<file path="src/rtl/stable_priority_queue_assert.svh">
// Assertion macros shared by the queue RTL. Each expects clk and rst_n in scope.
`ifndef STABLE_PRIORITY_QUEUE_ASSERT_SVH
`define STABLE_PRIORITY_QUEUE_ASSERT_SVH

// Same-cycle implication, checked outside reset.
`define SPQ_ASSERT_NOW(label, ante, cons) \
    label: assert property (@(posedge clk) disable iff (!rst_n) (ante) |-> (cons)) \
        else $error("stable_priority_queue: same-cycle check failed");

// Next-cycle implication, checked outside reset.
`define SPQ_ASSERT_NEXT(label, ante, cons) \
    label: assert property (@(posedge clk) disable iff (!rst_n) (ante) |=> (cons)) \
        else $error("stable_priority_queue: next-cycle check failed");

`endif

</file>
<file path="src/rtl/spq_pkg.sv">
package spq_pkg;

    localparam int DEPTH   = 8;
    localparam int TAG_W   = 32;
    localparam int PRI_W   = 8;
    localparam int OCC_W   = 4;
    localparam int CNT_W   = $clog2(DEPTH + 1);

    typedef enum logic
    {
        KIND_ADD    = 1'b0,
        KIND_REMOVE = 1'b1
    } kind_t;

    typedef enum logic [1:0]
    {
        ST_DONE  = 2'd0,
        ST_FULL  = 2'd1,
        ST_EMPTY = 2'd2
    } status_t;

    typedef struct packed
    {
        kind_t            kind;
        logic [TAG_W-1:0] job_tag;
        logic [PRI_W-1:0] priority_req;
    } cmd_t;

    typedef struct packed
    {
        status_t          status;
        logic [TAG_W-1:0] out_tag;
        logic [PRI_W-1:0] out_priority;
        logic [OCC_W-1:0] occupancy;
    } res_t;

    typedef struct packed
    {
        logic [TAG_W-1:0] tag;
        logic [PRI_W-1:0] pri;
    } entry_t;

    // Broadcast to every cell of the chain.
    typedef struct packed
    {
        logic   insert;
        logic   remove;
        entry_t fresh;
    } cell_ctl_t;

endpackage

</file>
<file path="src/rtl/spq_cell.sv">
module spq_cell
(
    input  logic              clk,
    input  spq_pkg::cell_ctl_t ctl,
    input  logic              occupied,
    input  logic              prev_keep,
    input  spq_pkg::entry_t   prev_entry,
    input  spq_pkg::entry_t   next_entry,
    output spq_pkg::entry_t   entry,
    output logic              keep
);

    spq_pkg::entry_t entry_reg;
    spq_pkg::entry_t entry_next;

    // Stay in place when the new entry belongs behind this one.
    assign keep  = occupied && (entry_reg.pri <= ctl.fresh.pri);
    assign entry = entry_reg;

    always_comb
    begin
        entry_next = entry_reg;
        priority if (ctl.insert)
        begin
            priority if (keep)
                entry_next = entry_reg;
            else if (prev_keep)
                entry_next = ctl.fresh;
            else
                entry_next = prev_entry;
        end
        else if (ctl.remove)
        begin
            entry_next = next_entry;
        end
        else
        begin
            entry_next = entry_reg;
        end
    end

    always_ff @(posedge clk)
    begin
        entry_reg <= entry_next;
    end

endmodule

</file>
<file path="src/rtl/stable_priority_queue.sv">
// Channel | Handshake              | Payload
// cmd     | cmd_valid / cmd_ready  | spq_pkg::cmd_t (kind, job_tag, priority_req)
// res     | res_valid / res_ready  | spq_pkg::res_t (status, out_tag, out_priority, occupancy)
//
// One command per cycle while cmd_ready is high; its result is offered on the cycle after
// the transfer if the result register is free, else it waits in the skid slot. Every cell
// compares its priority with the new one in parallel, so an insert or a remove shifts the chain as a whole.
// Reset clears the entry count and both result slots; cell contents are left as is.
// A result register plus one skid slot let a command transfer while a result waits;
// cmd_ready drops only while both slots are full.
module stable_priority_queue
(
    input  logic          clk,
    input  logic          rst_n,
    input  logic          cmd_valid,
    output logic          cmd_ready,
    input  spq_pkg::cmd_t cmd,
    output logic          res_valid,
    input  logic          res_ready,
    output spq_pkg::res_t res
);

    `include "stable_priority_queue_assert.svh"

    localparam int CW = spq_pkg::CNT_W;

    logic [CW-1:0]      count_reg;
    logic [CW-1:0]      count_next;
    spq_pkg::res_t      res_reg;
    spq_pkg::res_t      res_next;
    logic               res_valid_reg;
    logic               res_valid_next;
    spq_pkg::res_t      skid_reg;
    spq_pkg::res_t      skid_next;
    logic               skid_valid_reg;
    logic               skid_valid_next;

    spq_pkg::cell_ctl_t ctl;
    spq_pkg::entry_t    ent  [spq_pkg::DEPTH];
    logic               keeps[spq_pkg::DEPTH];
    spq_pkg::res_t      fresh_res;

    logic cmd_fire;
    logic res_fire;
    logic is_full;
    logic is_empty;
    logic add_on_full;
    logic remove_deep;

    assign cmd_ready = !skid_valid_reg;
    assign cmd_fire  = cmd_valid && cmd_ready;
    assign res_fire  = res_valid_reg && res_ready;
    assign is_full   = (count_reg == CW'(spq_pkg::DEPTH));
    assign is_empty  = (count_reg == '0);

    assign ctl.insert    = cmd_fire && (cmd.kind == spq_pkg::KIND_ADD) && !is_full;
    assign ctl.remove    = cmd_fire && (cmd.kind == spq_pkg::KIND_REMOVE) && !is_empty;
    assign ctl.fresh.tag = cmd.job_tag;
    assign ctl.fresh.pri = cmd.priority_req;

    assign add_on_full = cmd_fire && (cmd.kind == spq_pkg::KIND_ADD) && is_full;
    assign remove_deep = ctl.remove && (count_reg > CW'(1));

    for (genvar i = 0; i < spq_pkg::DEPTH; i++)
    begin : g_cell
        spq_pkg::entry_t prev_e;
        spq_pkg::entry_t next_e;
        logic            prev_k;

        if (i == 0)
        begin : g_head
            assign prev_e = ent[i];
            assign prev_k = 1'b1;
        end
        else
        begin : g_body
            assign prev_e = ent[i-1];
            assign prev_k = keeps[i-1];
        end

        if (i == spq_pkg::DEPTH - 1)
        begin : g_tail
            assign next_e = ent[i];
        end
        else
        begin : g_mid
            assign next_e = ent[i+1];
        end

        spq_cell u_cell
        (
            .clk        (clk),
            .ctl        (ctl),
            .occupied   (count_reg > CW'(i)),
            .prev_keep  (prev_k),
            .prev_entry (prev_e),
            .next_entry (next_e),
            .entry      (ent[i]),
            .keep       (keeps[i])
        );
    end

    always_comb
    begin
        count_next = count_reg;
        if (ctl.insert)
            count_next = count_reg + CW'(1);
        else if (ctl.remove)
            count_next = count_reg - CW'(1);
    end

    always_comb
    begin
        fresh_res.status       = spq_pkg::ST_DONE;
        fresh_res.out_tag      = '0;
        fresh_res.out_priority = '0;
        fresh_res.occupancy    = spq_pkg::OCC_W'(count_next);
        unique case (cmd.kind)
            spq_pkg::KIND_ADD:
            begin
                if (is_full)
                    fresh_res.status = spq_pkg::ST_FULL;
            end
            spq_pkg::KIND_REMOVE:
            begin
                if (is_empty)
                begin
                    fresh_res.status = spq_pkg::ST_EMPTY;
                end
                else
                begin
                    fresh_res.out_tag      = ent[0].tag;
                    fresh_res.out_priority = ent[0].pri;
                end
            end
            default:
            begin
                fresh_res.status = spq_pkg::ST_DONE;
            end
        endcase
    end

    // Refill the result slot from skid first, then from a fresh transfer.
    always_comb
    begin
        res_next        = res_reg;
        res_valid_next  = res_valid_reg;
        skid_next       = skid_reg;
        skid_valid_next = skid_valid_reg;
        priority if (res_fire || !res_valid_reg)
        begin
            if (skid_valid_reg)
            begin
                res_next        = skid_reg;
                res_valid_next  = 1'b1;
                skid_valid_next = 1'b0;
            end
            else
            begin
                res_next       = fresh_res;
                res_valid_next = cmd_fire;
            end
        end
        else if (cmd_fire)
        begin
            skid_next       = fresh_res;
            skid_valid_next = 1'b1;
        end
        else
        begin
            skid_next       = skid_reg;
            skid_valid_next = skid_valid_reg;
        end
    end

    always_ff @(posedge clk or negedge rst_n)
    begin
        if (!rst_n)
        begin
            count_reg      <= '0;
            res_valid_reg  <= 1'b0;
            skid_valid_reg <= 1'b0;
        end
        else
        begin
            count_reg      <= count_next;
            res_valid_reg  <= res_valid_next;
            skid_valid_reg <= skid_valid_next;
        end
    end

    always_ff @(posedge clk)
    begin
        res_reg  <= res_next;
        skid_reg <= skid_next;
    end

    assign res_valid = res_valid_reg;
    assign res       = res_reg;

    `SPQ_ASSERT_NOW(a_count_bound, 1'b1, count_reg <= CW'(spq_pkg::DEPTH))
    `SPQ_ASSERT_NEXT(a_full_holds, add_on_full, count_reg == $past(count_reg))
    `SPQ_ASSERT_NOW(a_skid_only_when_held, skid_valid_reg, res_valid_reg)
    `SPQ_ASSERT_NEXT(a_head_order, remove_deep, ent[0].pri >= $past(ent[0].pri))

endmodule
</file>
<file path="config.mk">
export PLATFORM = sky130hd
export DESIGN_NAME = stable_priority_queue
export DESIGN_NICKNAME = d
export VERILOG_FILES = /design/src/rtl/spq_pkg.sv /design/src/rtl/spq_cell.sv /design/src/rtl/stable_priority_queue.sv
export VERILOG_INCLUDE_DIRS = /design/src /design/src/rtl
export SDC_FILE = /design/constraint.sdc
export NUM_CORES = 1
export LEC_CHECK = 0
export ABC_CLOCK_PERIOD_IN_PS = 7000
export BUFFER_PORTS_ARGS = -buffer_cell sky130_fd_sc_hd__buf_4
export CAP_MARGIN = 0
export CORE_MARGIN = 2
export CORE_UTILIZATION = 34
export DETAILED_ROUTE_END_ITERATION = 16
export GPL_TIMING_DRIVEN = 0
export PLACE_DENSITY = 0.47
export SYNTH_ARGS = -nofsm -noshare
export SYNTH_HDL_FRONTEND = slang
export SYNTH_SLANG_ARGS = --single-unit
export TNS_END_PERCENT = 100
</file>
<file path="constraint.sdc">
create_clock -name clk -period 7 [get_ports clk]
set_input_delay 0.35 -clock clk [delete_from_list [all_inputs] [get_ports clk]]
set_output_delay 0.35 -clock clk [all_outputs]
set_load 0.01 [all_outputs]
</file>
## Word level (Yosys, flattened, before mapping)

Cells that the tools add are included.

- Add/sub/neg operators: 2
- $lt $le $gt $ge: 16
- Eq/ne operators: 8
- Muxes and demuxes: 39
- Bitwise operators: 3
- Reduce and logical (&&, ||, !) cells: 31

Operators with widths:

| cell | count |
|---|---|
| 40-bit 2-to-1 mux | 30 |
| 8-bit <= comparator | 8 |
| 46-bit 2-to-1 mux | 1 |
| 2-bit AND reduction | 9 |
| 4-bit by 3-bit greater-than comparator with 1-bit output, second input constant | 4 |
| 1-bit logical AND | 14 |
| 2-bit inequality test, second input constant | 7 |
| 4-bit by 1-bit greater-than comparator with 1-bit output, second input constant | 2 |
| 4-bit by 2-bit greater-than comparator with 1-bit output, second input constant | 2 |
| 4-bit 2-to-1 mux | 2 |
| 4-bit by 1-bit adder with 4-bit output, second input constant | 1 |
| 4-bit equality test, second input constant | 1 |
| 1-bit logical NOT | 4 |
| 4-bit logical NOT | 1 |
| 1-bit 2-to-1 mux | 4 |
| 2-bit one-hot mux with 2 select lines | 1 |
| 2-bit nonzero test | 2 |
| 4-bit by 1-bit subtractor with 4-bit output, second input constant | 1 |
| 1-bit NOT | 3 |
| 2-bit 2-to-1 mux | 1 |
| 1-bit logical OR | 1 |

- Bits in registers: 418
- Input port bits: 45
- Output and inout bits: 48

## Logic depth before layout (Yosys ltp)

Gate-level depths: netlist of run 1.

- Depth in word-level cells: 7
- Depth in mapped cells: 10

## Cells and area by module

A second synthesis of run 1 with hierarchy kept.

- Cells, all modules: 1917
- Area, all modules: 22725.5 um^2

Modules (own cells, without submodules):

| module | times used | cells each | area each (um^2) | sequential area each (um^2) |
|---|---|---|---|---|
| spq_cell | 8 | 207 | 2313.5 | 1201.2 |
| stable_priority_queue | 1 | 261 | 4217.8 | 2912.8 |

## Least setup slack after synthesis of run 1

No wires, ideal clock.

- Path type: in2reg
- Start: in cmd[7] (netlist bit)
- End: reg g_cell[4].u_cell.entry_reg (netlist bit g_cell[4].u_cell.entry[0]), enable pin
- Setup time: 493 ps
- Data arrival time: 4928 ps
- Required time: 6507 ps
- Path slack: 1579 ps
- Cell stages on the path: 9
- Path buffers: 2
- Path through: clkbuf_1 -> inv_1 -> ha_1 -> nand4_1 -> nor2_1 -> a211oi_1 -> clkbuf_1 -> nor3_1 -> o21ai_0

- Longest elaborated chain between the ends: 4

RTL lines:

| item | line | text |
|---|---|---|
| from (decl) | stable_priority_queue.sv:17 | `input spq_pkg::cmd_t cmd,` |
| 8-bit <= comparator | spq_cell.sv:17 | `assign keep = occupied && (entry_reg.pri <= ctl.fresh.pri);` |
| 1-bit logical AND | spq_cell.sv:17 |  |
| 2-bit inequality test (no source line) | -- |  |
| 2-bit AND reduction (no source line) | -- |  |
| to (signal assigned) | spq_cell.sv:44 | `entry_reg <= entry_next;` |
| to (decl) | spq_cell.sv:13 | `spq_pkg::entry_t entry_reg;` |

No other way between the ends.
A chain may end at the register's enable or synchronous reset.

## Final worst setup path of run 1

- Start: in cmd[5] (netlist bit)
- End: reg g_cell[2].u_cell.entry_reg (netlist bit g_cell[2].u_cell.entry[17]), enable pin

- Longest elaborated chain between the ends: 4

RTL lines:

| item | line |
|---|---|
| 8-bit <= comparator | spq_cell.sv:17 |
| 1-bit logical AND | spq_cell.sv:17 |
| 2-bit inequality test (no source line) | -- |
| 2-bit AND reduction (no source line) | -- |
| to (signal assigned) | spq_cell.sv:44 |
| to (decl) | spq_cell.sv:13 |

No other way between the ends.

==> impl_metrics.env, run 1 <==
export IMPL_finalHoldViolations=0
export IMPL_num_fill_cells=6838
export IMPL_slew_headroom_pct=-0.946
export IMPL_syn_inst=2332
export IMPL_slew_violations=1
export IMPL_tritoncts="done"
export IMPL_num_vias=20300
export IMPL_drive_gt1_share_pct=12.1
export IMPL_path_max_fanout=22
export IMPL_syn_area_sq_um=23900
export IMPL_cpPeakStageDelay_ns=0.76
export IMPL_layout_cells_non_filler=3430
export IMPL_cts_root_buf="clkbuf_16"
export IMPL_cts_setup_buffers=0
export IMPL_ir_drop_mv=0.198
export IMPL_r2r_end="g_cell[2].u_cell.entry[17]$_DFFE_PP_"
export IMPL_cp_end_kind="flop"
export IMPL_numCtsBuffers=49
export IMPL_fin_crit_ns=4.09
export IMPL_mostFrequentLayoutCells="edfxtp_1 (412), nand4_1 (254), clkbuf_1 (209)"
export IMPL_hold_path_class="in -> async"
export IMPL_grt_antenna_before_repair=1
export IMPL_gp_congestion=0.946
export IMPL_ys_seq_area_share_pct=52.4
export IMPL_cap_violations=1
export IMPL_wl_mm=83.3
export IMPL_clk_insertion_delay_late_ns=0.60
export IMPL_hold_slack_ns=0.123
export IMPL_crit_reg2reg_launch="count_reg[3]$_DFF_PN0_"
export IMPL_wl_per_cell_um=24.3
export IMPL_final_nets=2561
export IMPL_worst_path_buf_inv=4
export IMPL_path_cells="clkbuf_1 > inv_1 > ha_1 > nand4_1 > a211oi_1 > clkbuf_1 > nor3_1 > o21ai_4 > buf_16"
export IMPL_period_share_pct=58.4
export IMPL_grt_pass1_vias=19100
export IMPL_reg2reg_slack_ns=3.35
export IMPL_arrival_ns=4.38
export IMPL_outcome="complete, but fails checks"
export IMPL_multiInputGateArea_sq_um=9980
export IMPL_grtUsageTotal_pct=22.1
export IMPL_ys_ff_latch=418
export IMPL_reg2reg_depth=7
export IMPL_cpLargestDelayFamily="buffers and inverters"
export IMPL_worst_pin_slew_ns=1.49
export IMPL_setup_worst_path_class="in -> reg"
export IMPL_synth_nets=2445
export IMPL_dp_cells=3335
export IMPL_core_area_sq_um=69800
export IMPL_regArea_sq_um=12500
export IMPL_start_util_pct=34.3
export IMPL_overflow=0
export IMPL_drt_iter0_markers=2016
export IMPL_port_buffer_count=52
export IMPL_dr_pass1_iters=7
export IMPL_largest_reg_flops=320
export IMPL_worstPathRequired_ns=7.29
export IMPL_grt_max_degree=38
export IMPL_ys_types=48
export IMPL_die_h_um=269
export IMPL_clk_pin_slew_worst_paths_ns=0.06
export IMPL_grt_pass1_wl_mm=122
export IMPL_cts_resized=0
export IMPL_p_per_area_nw_per_um2=375
export IMPL_cp_slowest_cell="a211oi_1"
export IMPL_synth_edf_count=412
export IMPL_synth_avg_cell_area_sq_um=10.3
export IMPL_drc=0
export IMPL_rows=97
export IMPL_cts_htree_levels=2
export IMPL_viasPerCell=5.91
export IMPL_synth_async_reset_ratio_pct=1.44
export IMPL_die_width_um=269
export IMPL_fin_skew_ns=0.0161
export IMPL_finalPower_mw=10.3
export IMPL_synthFlopType="edfxtp_1"
export IMPL_violations="max-capacitance violations, max-slew violations"
export IMPL_start_kind="input port"
export IMPL_p_leak_nw=9.96
export IMPL_ant_nets=0
export IMPL_setup_viol=0
export IMPL_syn_to_final_growth_pct=14.6
export IMPL_grt_setup_unrepaired="false"
export IMPL_yosys_warnings=0
export IMPL_hpwlAfterDp_mm=65.3
export IMPL_crit_path_frequent_cell="clkbuf_1"
export IMPL_layout_commonest_cell="edfxtp_1"
export IMPL_boundaryPins=93
export IMPL_clock_sinks=418
export IMPL_timing_fmax_mhz=245
export IMPL_fp_dieArea_sq_um=72500
export IMPL_clockBufferDepth=3
-- area by class of cell --
cell class	instances	share of cell area (%)
Sequential cell	418	45.7
Buffer	308	5.20
Multi-Input combinational cell	1586	36.4
Tap cell	940	4.29
Clock buffer	67	4.87
Clock inverter	24	0.986
Timing Repair Buffer	65	2.27
Antenna cell	2	0.0183
Inverter	20	0.274
-- metrics by stage --
stage | worst slack [ns] | cell area [sq um] | utilization [%] | setup TNS [ns]
floorplan | 1.58 | 23900 | - | 0
global placement | -1.53 | 25500 | 36.5 | -234.08
detailed placement | 2.33 | 25800 | 36.9 | 0
CTS | 2.94 | 27400 | 39.3 | 0
global route | 2.70 | 27400 | 39.3 | 0
finish | 2.91 | 27400 | 39.3 | 0
-- layer usage --
metal	part of all wire (%)	wire (um)	GRT usage, %
met5	0	0	0
met4	4.4	3630	9.63
met3	7.0	5860	2.84
met2	43	36000	33.6
met1	45	37800	31.5
-- worst reg2reg max path, stage by stage (launching register included) --
cell and delay, ns:
dfrtp_1 0.39, buf_2 0.25, nor2_1 0.76, o21a_1 0.45, clkbuf_1 0.40, nor3_1 0.14
o21ai_4 0.68, buf_16 0.25
-- report_power, final --
| group | internal, mW | switching (mW) |
|---|---|---|
| clock network | 1.55 | 1.08 |
| logic | 1.16 | 2.54 |
| registers | 3.55 | 0.404 |
-- kinds of logic (layout without fill, tap and decap cells) --
group	after synthesis	count (layout)	share of synthesized area, %
fa+ha+maj	68	68	3.56
other cells	0	2	0
xor+xnor	3	3	0.141
buf+inv	328	484	6.28
simple gates	865	865	18.4
mux	46	46	2.17
flops	418	418	52.4
compound gates	604	604	17.1
-- how the worst max path moves through the flow --
stage	startpoint	end	slack, ns	cells past startpoint
5_1_grt	cmd[6]	g_cell[2].u_cell.entry[17]$_DFFE_PP_	2.70	9
6_report	cmd[5]	g_cell[2].u_cell.entry[17]$_DFFE_PP_	2.91	9
2_1_floorplan	cmd[7]	g_cell[4].u_cell.entry[0]$_DFFE_PP_	1.58	9
4_1_cts	cmd[6]	g_cell[2].u_cell.entry[17]$_DFFE_PP_	2.94	9
3_5_place_dp	cmd[6]	g_cell[2].u_cell.entry[27]$_DFFE_PP_	2.33	9
3_3_place_gp	cmd[7]	g_cell[2].u_cell.entry[27]$_DFFE_PP_	-1.53	8
-- cell usage after synthesis, drive strengths merged (2+ instances only) --
master / number / area [sq um]
a21o: 3 / 22.5
dfrtp: 6 / 150
o2111ai: 80 / 701
nand4bb: 2 / 22.5
and4: 2 / 17.5
nand3: 82 / 410
a211oi: 7 / 52.6
nor2b: 14 / 87.6
o31a: 2 / 17.5
nand4: 255 / 1600
a31oi: 161 / 1010
o211ai: 5 / 37.5
o31ai: 162 / 1220
nor4bb: 2 / 20.0
and2: 2 / 12.5
buf: 115 / 702
nor3: 6 / 35.0
ha: 68 / 851
nor2: 177 / 664
a21oi: 103 / 515
a211o: 4 / 35.0
o21a: 3 / 22.5
nand2: 195 / 732
edfxtp: 412 / 12400
o21ai: 31 / 155
inv: 20 / 75.1
o22ai: 40 / 250
xor2: 2 / 25.0
clkbuf: 193 / 724
mux2: 46 / 518
nand2b: 3 / 18.8
and3: 120 / 751
-- timing repair --
action / CTS / global route
endpoints found under the setup margin: 0 / 0
hold buffers: 2 / 0
endpoints found under the hold margin: 7 / 0
No activity file was read; power rests on OpenSTA's default activity.
==> run 2: changes to the inputs <==
--- a/config.mk
+++ b/config.mk
@@ -6,7 +6,7 @@
 export SDC_FILE = /design/constraint.sdc
 export NUM_CORES = 1
 export LEC_CHECK = 0
-export ABC_CLOCK_PERIOD_IN_PS = 7000
+export ABC_CLOCK_PERIOD_IN_PS = 3950
 export BUFFER_PORTS_ARGS = -buffer_cell sky130_fd_sc_hd__buf_4
 export CAP_MARGIN = 0
 export CORE_MARGIN = 2
==> constraint.sdc (replaced) <==
create_clock -name clk -period 3.95 [get_ports clk]
set_input_delay 0.1975 -clock clk [delete_from_list [all_inputs] [get_ports clk]]
set_output_delay 0.1975 -clock clk [all_outputs]
set_load 0.01 [all_outputs]
==> run 2 against run 1 <==
Effect of this change: the flow now finishes without violations; non-clock buffer count increased by 25; critical endpoint is now g_cell[4].u_cell.entry[22]$_DFFE_PP_; sequential share of layout area decreased by 0.27 points; critical path type unchanged; worst hold slack got worse by 0.084 ns.
==> impl_metrics.env, run 2 (same netlist as run 1, synthesis figures left out) <==
export IMPL_outcome="complete, no violations"
export IMPL_fin_crit_ns=3.64
export IMPL_die_width_um=269
export IMPL_num_fill_cells=6858
export IMPL_slew_violations=0
export IMPL_clk_pin_slew_worst_paths_ns=0.05
export IMPL_p_leak_nw=10.0
export IMPL_setup_viol=0
export IMPL_clockBufferDepth=3
export IMPL_reg2reg_slack_ns=0.34
export IMPL_n_antenna_cell=0
export IMPL_cts_htree_levels=2
export IMPL_dr_pass1_iters=5
export IMPL_layout_commonest_cell="edfxtp_1"
export IMPL_grt_max_degree=50
export IMPL_worst_pin_slew_ns=1.43
export IMPL_viasPerCell=5.92
export IMPL_final_nets=2587
export IMPL_cts_setup_buffers=0
export IMPL_drt_iter0_markers=2324
export IMPL_setup_tns_ns=0
export IMPL_worstPathRequired_ns=4.24
export IMPL_fin_skew_ns=0.0225
export IMPL_start_kind="input port"
export IMPL_clk_insertion_delay_late_ns=0.60
export IMPL_hpwlAfterDp_mm=65.2
export IMPL_overflow=0
export IMPL_largest_reg_flops=320
export IMPL_mostFrequentLayoutCells="edfxtp_1 (412), nand4_1 (254), clkbuf_1 (205)"
export IMPL_start_util_pct=34.3
export IMPL_period_share_pct=92.1
export IMPL_crit_path_frequent_cell="clkbuf_1"
export IMPL_cpPeakStageDelay_ns=0.80
export IMPL_grtUsageTotal_pct=22.2
export IMPL_post_route_util_pct=39.5
export IMPL_hold_path_class="in -> reg"
export IMPL_wl_mm=83.2
export IMPL_finalHoldViolations=0
export IMPL_clock_sinks=418
export IMPL_fp_dieArea_sq_um=72500
export IMPL_grt_pass1_wl_mm=123
export IMPL_setup_worst_path_class="in -> reg"
export IMPL_die_h_um=269
export IMPL_tritoncts="done"
export IMPL_grt_antenna_before_repair=0
export IMPL_port_buffer_count=52
export IMPL_ir_drop_mv=0.350
export IMPL_wl_per_cell_um=24.2
export IMPL_rows=97
export IMPL_layout_cells_non_filler=3444
export IMPL_dp_cells=3334
export IMPL_drive_gt1_share_pct=11.8
export IMPL_path_max_fanout=28
export IMPL_cts_root_buf="clkbuf_16"
export IMPL_timing_fmax_mhz=275
export IMPL_hold_slack_ns=0.0396
export IMPL_arrival_ns=3.93
export IMPL_ant_nets=0
export IMPL_num_vias=20400
export IMPL_core_area_sq_um=69800
export IMPL_drc=0
export IMPL_syn_to_final_growth_pct=15.3
export IMPL_cpLargestDelayFamily="buffers and inverters"
export IMPL_grt_pass1_vias=19600
export IMPL_p_per_area_nw_per_um2=651
export IMPL_numCtsBuffers=50
export IMPL_cp_slowest_cell="a211oi_1"
export IMPL_cp_end_kind="flop"
export IMPL_slew_headroom_pct=3.48
export IMPL_boundaryPins=93
export IMPL_worst_path_buf_inv=4
export IMPL_grt_setup_unrepaired="false"
export IMPL_gp_congestion=0.942
export IMPL_cap_violations=0
export IMPL_path_cells="clkbuf_1 > inv_1 > ha_1 > nand4_1 > a211oi_1 > clkbuf_1 > nor3_1 > o21ai_4 > buf_12"
[run 2: routing by layer]
| metal | part of all wire [%] | global-route usage [%] |
|---|---|---|
| met2 | 44 | 35.0 |
| met3 | 8.0 | 3.46 |
| met4 | 3.0 | 6.76 |
| met5 | 0 | 0 |
| met1 | 45 | 31.3 |
[run 2: worst paths after layout]
check,from,end,depth (start not counted)
min reg2reg,skid_valid_reg$_DFFE_PN0P_,res_valid$_DFFE_PN0N_,2
min,cmd[15],g_cell[0].u_cell.entry[15]$_DFFE_PP_,3
max in group asynchronous,rst_n,res_valid$_DFFE_PN0N_,3
min in group asynchronous,rst_n,count_reg[3]$_DFF_PN0_,3
max,cmd[5],g_cell[4].u_cell.entry[22]$_DFFE_PP_,9
max reg2reg,count_reg[3]$_DFF_PN0_,g_cell[2].u_cell.entry[26]$_DFFE_PP_,7
[run 2: worst reg2reg max path, cell delays in order, from the launching register on]
cell	delay (ns)
dfrtp_1	0.40
buf_2	0.25
nor2_1	0.78
o21a_1	0.43
clkbuf_1	0.39
nor3_1	0.13
o21ai_4	0.61
buf_12	0.28
[run 2: metrics by stage]
stage | worst slack (ns) | area (sq um) | total power [mW]
floorplan | 0.135 | 23900 | 11.1
global placement | -1.75 | 25500 | 13.3
detailed placement | -0.517 | 25800 | 13.5
CTS | 0.0888 | 27600 | 17.9
global route | 0.0406 | 27600 | 18.9
finish | 0.314 | 27600 | 18.0
[run 2: final cells by class]
class                   count  area [sq um]  area share (%)
flip-flops and latches    418         12500            45.4
multi-input cells        1586          9990            36.2
clock buffers              68          1440            5.20
plain buffers             308          1430            5.17
well taps                 940          1180            4.27
repair buffers             90           886            3.21
inverters                  20          75.1           0.272
clock inverters            14          68.8           0.250
[run 2: power by group]
group	total, mW	internal [mW]	switching [mW]	leakage (nW)
sequential	7.00	6.29	0.703	3.98
combinational	6.59	2.08	4.50	5.31
clock	4.38	2.51	1.87	0.737
[run 2: what timing repair did]
item,CTS,global route
endpoints found under the hold margin,33,0
hold buffers,28,0
setup endpoints to repair,0,25
resized for setup,0,1
